<file path="config.mk">
export PLATFORM = sky130hd
export DESIGN_NAME = partition_fit_allocator_core_flat
export DESIGN_NICKNAME = d
export VERILOG_FILES = /design/src/rtl/core/pfa_pkg.sv /design/src/rtl/core/pfa_if.sv /design/src/rtl/core/partition_fit_allocator_core.sv /design/src/rtl/core/pfa_mem.sv /design/src/flat_wrapper.sv
export SDC_FILE = /design/constraint.sdc
export NUM_CORES = 2
export LEC_CHECK = 0
export BUFFER_PORTS_ARGS = -buffer_cell sky130_fd_sc_hd__buf_2
export CORE_MARGIN = 2
export CORE_UTILIZATION = 60
export CTS_BUF_LIST = sky130_fd_sc_hd__clkbuf_8
export CTS_CLUSTER_SIZE = 28
export DETAILED_ROUTE_END_ITERATION = 16
export MAX_ROUTING_LAYER = met4
export PLACE_DENSITY = 0.77
export SYNTH_ARGS = -nofsm -noshare
export SYNTH_HDL_FRONTEND = slang
export SYNTH_HIERARCHICAL = 1
export SYNTH_SLANG_ARGS = --single-unit
</file>
<file path="constraint.sdc">
create_clock -name clk -period 22 [get_ports clk]
set_input_delay 3.3 -clock clk [delete_from_list [all_inputs] [get_ports clk]]
set_output_delay 3.3 -clock clk [all_outputs]
set_load 0.03 [all_outputs]
</file>
<file path="src/rtl/core/pfa_pkg.sv">
package pfa_pkg;

  localparam logic [1:0] KIND_ADD   = 2'd0;
  localparam logic [1:0] KIND_ALLOC = 2'd1;
  localparam logic [1:0] KIND_FREE  = 2'd2;
  localparam logic [1:0] KIND_COAL  = 2'd3;

  localparam logic [1:0] FIT_FIRST = 2'd0;
  localparam logic [1:0] FIT_BEST  = 2'd1;
  localparam logic [1:0] FIT_WORST = 2'd2;

  localparam logic REG_FIT_POLICY = 1'b0;
  localparam logic REG_TOTAL_SIZE = 1'b1;

  localparam logic [15:0] UNITS_MAX = 16'hFFFF;

  // One partition table entry as it sits in the memory word.
  typedef struct packed {
    logic [15:0] owner;
    logic [15:0] used;
    logic [15:0] size;
    logic [15:0] start;
  } entry_t;

endpackage

</file>
<file path="src/rtl/core/pfa_if.sv">
interface pfa_in_if;
  logic        valid;
  logic        ready;
  logic [1:0]  kind;
  logic [15:0] owner_id;
  logic [15:0] request_size;
  modport source (output valid, kind, owner_id, request_size, input ready);
  modport sink   (input valid, kind, owner_id, request_size, output ready);
endinterface

interface pfa_out_if;
  logic        valid;
  logic        ready;
  logic        ok;
  logic [3:0]  block_index;
  logic [15:0] block_start;
  logic [15:0] free_units;
  logic [4:0]  block_total;
  modport source (output valid, ok, block_index, block_start, free_units, block_total,
                  input ready);
  modport sink   (input valid, ok, block_index, block_start, free_units, block_total,
                  output ready);
endinterface

</file>
<file path="src/rtl/core/partition_fit_allocator_core.sv">
// Flow: add_block and a rejected allocate go from S_IDLE straight to S_DONE; allocate,
// free and coalesce read the table in S_WALK (one entry per cycle, none if it is empty),
// pass S_FIN (the closing write for allocate and coalesce) and reach S_DONE, which
// registers the result once the output is free.
// Throughput: one request at a time; a new one can be taken in the cycle the result
// appears, unless an output stall holds S_DONE. Reset (synchronous, active low) empties
// the table and loads the free counter with 65535.
module partition_fit_allocator_core
  import pfa_pkg::*;
#(
  parameter int NUM_PARTS = 16
) (
  input  logic        clk,
  input  logic        rst_n,
  pfa_in_if.sink      in_ch,
  pfa_out_if.source   out_ch,
  input  logic        psel,
  input  logic        penable,
  input  logic        pwrite,
  input  logic [2:0]  paddr,
  input  logic [31:0] pwdata,
  output logic [31:0] prdata,
  output logic        pready
);

  localparam int AW = (NUM_PARTS > 1) ? $clog2(NUM_PARTS) : 1;
  localparam int CW = $clog2(NUM_PARTS + 1);

  typedef enum logic [1:0] {S_IDLE, S_WALK, S_FIN, S_DONE} state_t;

  // Configuration and table bookkeeping.
  logic [1:0]    fit_policy_r, fit_policy_nxt;
  logic [15:0]   total_size_r, total_size_nxt;
  logic [CW-1:0] count_r, count_nxt;
  logic [16:0]   covered_r, covered_nxt;
  logic [15:0]   free_r, free_nxt;
  // The end of the last partition; the next added partition starts here.
  logic [15:0]   tail_r, tail_nxt;

  state_t        state_r, state_nxt;
  logic [1:0]    kind_r, kind_nxt;
  logic [15:0]   owner_r, owner_nxt;
  logic [15:0]   size_r, size_nxt;

  // Table walk: read pointer, returned-data index, and coalesce write pointer.
  logic [CW-1:0] rd_ptr_r, rd_ptr_nxt;
  logic          rvalid_r, rvalid_nxt;
  logic [CW-1:0] didx_r, didx_nxt;
  logic [CW-1:0] wr_ptr_r, wr_ptr_nxt;
  entry_t        cur_r, cur_nxt;
  logic          have_cur_r, have_cur_nxt;
  logic          found_r, found_nxt;
  logic [CW-1:0] pick_r, pick_nxt;
  entry_t        pick_e_r, pick_e_nxt;

  logic          res_ok_r, res_ok_nxt;
  logic [3:0]    res_idx_r, res_idx_nxt;
  logic [15:0]   res_start_r, res_start_nxt;

  logic          out_valid_r, out_valid_nxt;
  logic          out_ok_r, out_ok_nxt;
  logic [3:0]    out_idx_r, out_idx_nxt;
  logic [15:0]   out_start_r, out_start_nxt;
  logic [15:0]   out_free_r, out_free_nxt;
  logic [4:0]    out_total_r, out_total_nxt;

  logic          mem_rd_en;
  logic [AW-1:0] mem_rd_addr;
  entry_t        mem_rd_data;
  logic          mem_we;
  logic [AW-1:0] mem_wr_addr;
  entry_t        mem_wr_data;

  logic          cfg_we;
  logic [31:0]   count32, pick32, wrp32;
  logic [16:0]   free_sum, merge_sum;
  entry_t        e;

  pfa_mem #(.DEPTH(NUM_PARTS), .AW(AW)) u_mem (
    .clk     (clk),
    .rd_en   (mem_rd_en),
    .rd_addr (mem_rd_addr),
    .rd_data (mem_rd_data),
    .wr_en   (mem_we),
    .wr_addr (mem_wr_addr),
    .wr_data (mem_wr_data)
  );

  assign pready = 1'b1;
  assign cfg_we = psel && penable && pwrite;

  always_comb begin
    case (paddr[2])
      REG_FIT_POLICY: prdata = {30'd0, fit_policy_r};
      REG_TOTAL_SIZE: prdata = {16'd0, total_size_r};
      default:        prdata = 32'd0;
    endcase
  end

  assign in_ch.ready        = (state_r == S_IDLE);
  assign out_ch.valid       = out_valid_r;
  assign out_ch.ok          = out_ok_r;
  assign out_ch.block_index = out_idx_r;
  assign out_ch.block_start = out_start_r;
  assign out_ch.free_units  = out_free_r;
  assign out_ch.block_total = out_total_r;

  assign e         = mem_rd_data;
  assign count32   = 32'(count_r);
  assign pick32    = 32'(pick_r);
  assign wrp32     = 32'(wr_ptr_r + CW'(1));
  assign free_sum  = {1'b0, free_r} + {1'b0, e.used};
  assign merge_sum = {1'b0, cur_r.size} + {1'b0, e.size};

  always_comb begin
    fit_policy_nxt = fit_policy_r;
    total_size_nxt = total_size_r;
    count_nxt      = count_r;
    covered_nxt    = covered_r;
    free_nxt       = free_r;
    tail_nxt       = tail_r;
    state_nxt      = state_r;
    kind_nxt       = kind_r;
    owner_nxt      = owner_r;
    size_nxt       = size_r;
    rd_ptr_nxt     = rd_ptr_r;
    rvalid_nxt     = 1'b0;
    didx_nxt       = didx_r;
    wr_ptr_nxt     = wr_ptr_r;
    cur_nxt        = cur_r;
    have_cur_nxt   = have_cur_r;
    found_nxt      = found_r;
    pick_nxt       = pick_r;
    pick_e_nxt     = pick_e_r;
    res_ok_nxt     = res_ok_r;
    res_idx_nxt    = res_idx_r;
    res_start_nxt  = res_start_r;
    out_valid_nxt  = out_valid_r && !out_ch.ready;
    out_ok_nxt     = out_ok_r;
    out_idx_nxt    = out_idx_r;
    out_start_nxt  = out_start_r;
    out_free_nxt   = out_free_r;
    out_total_nxt  = out_total_r;
    mem_rd_en      = 1'b0;
    mem_rd_addr    = rd_ptr_r[AW-1:0];
    mem_we         = 1'b0;
    mem_wr_addr    = didx_r[AW-1:0];
    mem_wr_data    = '0;

    case (state_r)
      S_IDLE: begin
        if (in_ch.valid) begin
          kind_nxt      = in_ch.kind;
          owner_nxt     = in_ch.owner_id;
          size_nxt      = in_ch.request_size;
          res_ok_nxt    = 1'b0;
          res_idx_nxt   = 4'd0;
          res_start_nxt = 16'd0;
          rd_ptr_nxt    = '0;
          wr_ptr_nxt    = '0;
          have_cur_nxt  = 1'b0;
          found_nxt     = 1'b0;
          state_nxt     = S_WALK;
          case (in_ch.kind)
            KIND_ADD: begin
              state_nxt = S_DONE;
              if (count_r < CW'(NUM_PARTS) && covered_r < {1'b0, total_size_r}) begin
                mem_we        = 1'b1;
                mem_wr_addr   = count_r[AW-1:0];
                mem_wr_data   = '{owner: 16'd0, used: 16'd0,
                                  size: in_ch.request_size, start: tail_r};
                tail_nxt      = tail_r + in_ch.request_size;
                count_nxt     = count_r + CW'(1);
                covered_nxt   = covered_r + {1'b0, in_ch.request_size};
                res_ok_nxt    = 1'b1;
                res_idx_nxt   = count32[3:0];
                res_start_nxt = tail_r;
              end
            end
            KIND_ALLOC: begin
              if (in_ch.owner_id == 16'd0 || in_ch.request_size > free_r) begin
                state_nxt = S_DONE;
              end
            end
            default: ;
          endcase
        end
      end

      S_WALK: begin
        if (rd_ptr_r < count_r) begin
          mem_rd_en   = 1'b1;
          rd_ptr_nxt  = rd_ptr_r + CW'(1);
          rvalid_nxt  = 1'b1;
          didx_nxt    = rd_ptr_r;
        end else if (!rvalid_r) begin
          state_nxt = S_FIN;
        end
        if (rvalid_r) begin
          case (kind_r)
            KIND_ALLOC: begin
              if (e.owner == 16'd0 && e.size >= size_r) begin
                if (!found_r || (fit_policy_r == FIT_BEST && e.size < pick_e_r.size) ||
                    (fit_policy_r == FIT_WORST && e.size > pick_e_r.size)) begin
                  found_nxt  = 1'b1;
                  pick_nxt   = didx_r;
                  pick_e_nxt = e;
                end
              end
            end
            KIND_FREE: begin
              if (e.owner == owner_r) begin
                mem_we      = 1'b1;
                mem_wr_addr = didx_r[AW-1:0];
                mem_wr_data = '{owner: 16'd0, used: 16'd0, size: e.size, start: e.start};
                free_nxt    = free_sum[16] ? UNITS_MAX : free_sum[15:0];
              end
            end
            KIND_COAL: begin
              // The held entry absorbs free neighbours until one cannot be merged.
              if (!have_cur_r) begin
                cur_nxt      = e;
                have_cur_nxt = 1'b1;
              end else if (cur_r.owner == 16'd0 && e.owner == 16'd0 && !merge_sum[16]) begin
                cur_nxt.size = merge_sum[15:0];
              end else begin
                mem_we      = 1'b1;
                mem_wr_addr = wr_ptr_r[AW-1:0];
                mem_wr_data = cur_r;
                wr_ptr_nxt  = wr_ptr_r + CW'(1);
                cur_nxt     = e;
              end
            end
            default: ;
          endcase
        end
      end

      S_FIN: begin
        state_nxt = S_DONE;
        case (kind_r)
          KIND_ALLOC: begin
            if (found_r) begin
              mem_we        = 1'b1;
              mem_wr_addr   = pick_r[AW-1:0];
              mem_wr_data   = '{owner: owner_r, used: size_r,
                                size: pick_e_r.size, start: pick_e_r.start};
              free_nxt      = free_r - size_r;
              res_ok_nxt    = 1'b1;
              res_idx_nxt   = pick32[3:0];
              res_start_nxt = pick_e_r.start;
            end
          end
          KIND_COAL: begin
            res_ok_nxt = 1'b1;
            if (have_cur_r) begin
              mem_we      = 1'b1;
              mem_wr_addr = wr_ptr_r[AW-1:0];
              mem_wr_data = cur_r;
              count_nxt   = wrp32[CW-1:0];
            end
          end
          default: res_ok_nxt = 1'b1;
        endcase
      end

      S_DONE: begin
        if (!out_valid_r || out_ch.ready) begin
          out_valid_nxt = 1'b1;
          out_ok_nxt    = res_ok_r;
          out_idx_nxt   = res_idx_r;
          out_start_nxt = res_start_r;
          out_free_nxt  = free_r;
          out_total_nxt = count32[4:0];
          state_nxt     = S_IDLE;
        end
      end

      default: state_nxt = S_IDLE;
    endcase

    // Registers must be written only while idle (unchecked); total_size writes reload free_r.
    if (cfg_we) begin
      case (paddr[2])
        REG_FIT_POLICY: fit_policy_nxt = pwdata[1:0];
        REG_TOTAL_SIZE: begin
          total_size_nxt = pwdata[15:0];
          free_nxt       = pwdata[15:0];
        end
        default: ;
      endcase
    end
  end

  always_ff @(posedge clk) begin
    if (!rst_n) begin
      fit_policy_r <= FIT_FIRST;
      total_size_r <= UNITS_MAX;
      count_r      <= '0;
      covered_r    <= '0;
      free_r       <= UNITS_MAX;
      tail_r       <= '0;
      state_r      <= S_IDLE;
      rvalid_r     <= 1'b0;
      out_valid_r  <= 1'b0;
    end else begin
      fit_policy_r <= fit_policy_nxt;
      total_size_r <= total_size_nxt;
      count_r      <= count_nxt;
      covered_r    <= covered_nxt;
      free_r       <= free_nxt;
      tail_r       <= tail_nxt;
      state_r      <= state_nxt;
      rvalid_r     <= rvalid_nxt;
      out_valid_r  <= out_valid_nxt;
    end
    kind_r      <= kind_nxt;
    owner_r     <= owner_nxt;
    size_r      <= size_nxt;
    rd_ptr_r    <= rd_ptr_nxt;
    didx_r      <= didx_nxt;
    wr_ptr_r    <= wr_ptr_nxt;
    cur_r       <= cur_nxt;
    have_cur_r  <= have_cur_nxt;
    found_r     <= found_nxt;
    pick_r      <= pick_nxt;
    pick_e_r    <= pick_e_nxt;
    res_ok_r    <= res_ok_nxt;
    res_idx_r   <= res_idx_nxt;
    res_start_r <= res_start_nxt;
    out_ok_r    <= out_ok_nxt;
    out_idx_r   <= out_idx_nxt;
    out_start_r <= out_start_nxt;
    out_free_r  <= out_free_nxt;
    out_total_r <= out_total_nxt;
  end

  // The table never holds more partitions than it has entries.
  a_count_bound: assert property (@(posedge clk) disable iff (!rst_n)
    count_r <= CW'(NUM_PARTS))
    else $error("partition count beyond table depth");

  // A write during the walk never lands on the entry being read in the same cycle.
  a_no_rw_clash: assert property (@(posedge clk) disable iff (!rst_n)
    (mem_we && mem_rd_en) |-> (mem_wr_addr != mem_rd_addr))
    else $error("table read and write collide");

  // Returned read data only appears while the walk is running.
  a_rvalid_walk: assert property (@(posedge clk) disable iff (!rst_n)
    rvalid_r |-> (state_r == S_WALK))
    else $error("read data outside the walk");

  // A new result is only presented after the request has finished.
  a_out_from_done: assert property (@(posedge clk) disable iff (!rst_n)
    $rose(out_valid_r) |-> ($past(state_r) == S_DONE))
    else $error("result presented without a finished request");

endmodule

</file>
<file path="src/rtl/core/pfa_mem.sv">
module pfa_mem
  import pfa_pkg::*;
#(
  parameter int DEPTH = 16,
  parameter int AW    = 4
) (
  input  logic          clk,
  input  logic          rd_en,
  input  logic [AW-1:0] rd_addr,
  output entry_t        rd_data,
  input  logic          wr_en,
  input  logic [AW-1:0] wr_addr,
  input  entry_t        wr_data
);

  entry_t mem [DEPTH];

  always_ff @(posedge clk) begin
    if (rd_en) begin
      rd_data <= mem[rd_addr];
    end
    if (wr_en) begin
      mem[wr_addr] <= wr_data;
    end
  end

endmodule

</file>
<file path="src/flat_wrapper.sv">
// flat-port wrapper written by rule: the top's interface ports become plain ports
module partition_fit_allocator_core_flat import pfa_pkg::*;
#(
  parameter int NUM_PARTS = 16
)
  (clk, rst_n, psel, penable, pwrite, paddr, pwdata, prdata, pready, in_ch_valid, in_ch_kind, in_ch_owner_id, in_ch_request_size, in_ch_ready, out_ch_valid, out_ch_ok, out_ch_block_index, out_ch_block_start, out_ch_free_units, out_ch_block_total, out_ch_ready);
  pfa_in_if in_ch_i ();
  pfa_out_if out_ch_i ();
  input  logic clk;
  input  logic rst_n;
  input  logic psel;
  input  logic penable;
  input  logic pwrite;
  input  logic [2:0] paddr;
  input  logic [31:0] pwdata;
  output logic [31:0] prdata;
  output logic pready;
  input wire logic [$bits(in_ch_i.valid)-1:0] in_ch_valid;
  input wire logic [$bits(in_ch_i.kind)-1:0] in_ch_kind;
  input wire logic [$bits(in_ch_i.owner_id)-1:0] in_ch_owner_id;
  input wire logic [$bits(in_ch_i.request_size)-1:0] in_ch_request_size;
  output wire logic [$bits(in_ch_i.ready)-1:0] in_ch_ready;
  output wire logic [$bits(out_ch_i.valid)-1:0] out_ch_valid;
  output wire logic [$bits(out_ch_i.ok)-1:0] out_ch_ok;
  output wire logic [$bits(out_ch_i.block_index)-1:0] out_ch_block_index;
  output wire logic [$bits(out_ch_i.block_start)-1:0] out_ch_block_start;
  output wire logic [$bits(out_ch_i.free_units)-1:0] out_ch_free_units;
  output wire logic [$bits(out_ch_i.block_total)-1:0] out_ch_block_total;
  input wire logic [$bits(out_ch_i.ready)-1:0] out_ch_ready;
  assign in_ch_i.valid = in_ch_valid;
  assign in_ch_i.kind = in_ch_kind;
  assign in_ch_i.owner_id = in_ch_owner_id;
  assign in_ch_i.request_size = in_ch_request_size;
  assign in_ch_ready = in_ch_i.ready;
  assign out_ch_valid = out_ch_i.valid;
  assign out_ch_ok = out_ch_i.ok;
  assign out_ch_block_index = out_ch_i.block_index;
  assign out_ch_block_start = out_ch_i.block_start;
  assign out_ch_free_units = out_ch_i.free_units;
  assign out_ch_block_total = out_ch_i.block_total;
  assign out_ch_i.ready = out_ch_ready;
  partition_fit_allocator_core #(.NUM_PARTS(NUM_PARTS)) u_core (.clk(clk), .rst_n(rst_n), .in_ch(in_ch_i), .out_ch(out_ch_i), .psel(psel), .penable(penable), .pwrite(pwrite), .paddr(paddr), .pwdata(pwdata), .prdata(prdata), .pready(pready));
endmodule
</file>
==> qor.yml <==
outcome: "completed"
grt_max_degree: 137
place_congestion: 0.956
crit_required_ns: 22.46
slew_viol_final: 0
worstSetupPathDepth: 11
grt_pass1_vias: 33400
syn_inst: 3521
clock_latency_ns: 0.89
overflow: 0
fin_hold_ws_ns: 0.420
setup_ws_ns: 14.45
cts_resized: 0
place_inst: 4796
cts_made_buffers: 206
pin_count: 153
antenna_found_initial: 6
reg2reg_from: "u_core/u_mem/rd_data[49]"
slowest_stage: "buf_4"
cp.arrival_ns: 8.01
slew_headroom_pct: 6.75
drc: 0
cp_max_fo: 66
finalNonFillerCells: 5183
cts_root_buffer: "clkbuf_8"
finalSetupTns_ns: 0
rrSetupSlack_ns: 15.68
dieArea_um2: 99400
synth.yosys.seq_area_share_pct: 69.8
setup_violations: 0
route.vias.total: 34000
post_cts_buffers: 0
grt_usage_pct: 29.9
post-route-period-util_pct: 34.3
synthToLayoutAreaGrowth_pct: 10.4
cp_common_cell: "buf_4"
port-buffer-count: 117
clock-sinks: 1377
grt_pass1_wl_um: 211000
critPathTopFamily: "simple AND/OR/NAND/NOR gates"
initial_core_util_pct: 60.3
peakVddDrop_v: 0.000126
ant_nets: 0
hold_buffers: 0
syn_avg_cell_area_um2: 16.5
ys_warn_count: 6
layout_common_cells: "edfxtp_1, nand2_1, mux4_2, clkbuf_8, a22oi_1"
num_rows: 114
synth_cell_types: 82
maxCapViolCount: 0
power.density_nw_per_um2: 116
htree_levels: 4
leakagePower_nw: 22.2
cts_tree: "done"
setup.worst_path.start: "in_ch_kind[1]"
fin_area_um2: 64200
slowest_delay_ns: 0.88
tightest_slew_ns: 1.40
place_ws_ns: 13.67
synth_ff_type: "edfxtp_1"
final_nets: 3962
dpl.hpwl_um: 82400
final_common_cell: "edfxtp_1"
synth_top_area_cell: "edfxtp_1"
seqCellArea_um2: 40600
hold_start: "u_core/res_start_r[2]"
netlist_area_um2: 58100
fp.dieH_um: 315
drt_iter0_drc: 4672
drive_gt1_share_pct: 18.9
synth_edf_count: 1301
min_period_ns: 7.55
crit_end: "u_core/u_mem/mem[1][6]"
crit_type: "input port to register"
rsz0062_at_grt: "no"
synthArstFlopShare_pct: 0
crit_chain: "buf_2 -> or4_1 -> a211oi_2 -> nand2_1 -> a211oi_4 -> buf_4 -> nor4_1 -> nor2_1 -> or3b_2 -> nor2_4 -> buf_4"
via_per_inst: 6.57
max_freq_mhz: 133
routed_wl_um: 143000
dr.pass1.iters: 6
detail_route.wl_per_cell_um: 27.7
hold_path_class: "register to register"
hold_viol: 0
die_w_um: 315
core-area_um2: 96400
netlist.area_leader.share_pct: 67.2
crit_buf_inv: 3
fillers: 6301
synth-seq-cells: 1377
worst-r2r-cell-count: 10
fin_worst_skew_ns: 0.0591
clk_pin_slew_ns: 0.06
synth_area_leaders: "edfxtp_1, mux4_2, ha_1, dfxtp_1, a22oi_1"
r2r_end: "u_core/u_mem/mem[7][4]"
endpoint_kind: "register"
multi_input_area_um2: 16600
dpl_cell_area_um2: 60100
clockBufferDepth: 3
critPathLaunchType: "input port"
[Yosys cell counts, types with 6 or more instances]
cell type  number
nor2_1        171
nand4_1        21
xnor2_1        49
a211o_1         7
o21bai_1        7
o21a_1         19
o31ai_1        14
nand2b_1       13
buf_1          24
o211ai_1       26
nor3_1         36
o311ai_1        6
nor2b_1        22
clkbuf_1      105
buf_2          20
a21oi_1       140
a221oi_1       40
and2_1         27
nand3_1        35
or3_1          14
nor4_1         14
a21o_1         35
a22oi_1       198
inv_1          98
nand2_1       272
a211oi_1       25
buf_4          23
o21ai_0        57
o22ai_1         6
buf_6          13
ha_1          153
mux2i_1         6
edfxtp_1     1301
o21ai_1        56
a31oi_1        20
dfxtp_1        76
mux4_2        256
xor2_1         23
and3_1          7
[registers in the layout (all words and copies together) (netlist names), 17 cells and up]
register	flops
u_core/cur_r	64
u_core/pick_e_r	32
u_core/u_mem/mem	1024
u_core/u_mem/rd_data	64
u_core/covered_r	17
[cell type report]
type                            instances  area share, %
Antenna cell                            8         0.0312
Clock buffer                          209           4.48
Clock inverter                        170           1.83
Inverter                              101          0.590
Multi-Input combinational cell       1873           25.8
Sequential cell                      1377           63.2
Tap cell                             1276           2.49
Timing Repair Buffer                  169           1.58
[worst reg2reg max path: stages (launching register included)]
cell	delay [ns]
edfxtp_1	0.46
nor4_1	0.54
nand4_1	0.52
nor2_1	0.34
nand2_1	0.26
o311ai_1	0.82
o21ai_0	0.16
a221oi_1	0.60
nand3b_1	0.40
nor2_4	0.84
buf_4	0.92
[metal layers]
layer | wire length [um] | part of all wire, % | track usage (%)
met5 | 0 | 0 | -
met4 | 4540 | 3.2 | 11.0
met3 | 16000 | 11 | 6.24
met2 | 67400 | 47 | 45.2
met1 | 55400 | 39 | 40.8
[metrics by stage]
step / total power, mW / utilization, %
2_1_floorplan: 4.85 / -
3_3_place_gp: 5.39 / 62.4
3_5_place_dp: 5.43 / 62.4
4_1_cts: 7.47 / 66.6
5_1_grt: 7.76 / 66.6
6_report: 7.46 / 66.6
[power breakdown]
part           switching [mW]  internal [mW]  total [mW]
logic                    1.27          0.827        2.10
registers               0.165           3.16        3.32
clock network           0.986           1.06        2.05
total                    2.42           5.04        7.46
[worst min path at each step]
stage	to	cells after the start	slack, ns
final	u_core/out_ch.block_start[2]	0	0.42
after global routing	u_core/out_ch.block_start[2]	0	0.43
after CTS	u_core/out_ch.block_start[2]	0	0.42
after detailed placement	u_core/out_ch.block_start[2]	0	0.41
after global placement	u_core/out_ch.block_start[3]	0	0.40
after floorplan	u_core/out_ch.block_index[0]	0	0.40
[kinds of logic after synthesis]
group	Yosys count	share of synthesized area [%]
AOI/OAI and AO/OA	694	8.07
other	2	0.0129
DFF	1377	69.8
xor gates and xnor gates	72	1.08
and+or+nand+nor	664	5.21
buffers and inverters	286	2.21
muxes	268	10.1
adders and majority gates	158	3.46
Note: power is estimated with default switching activity, not from simulation.
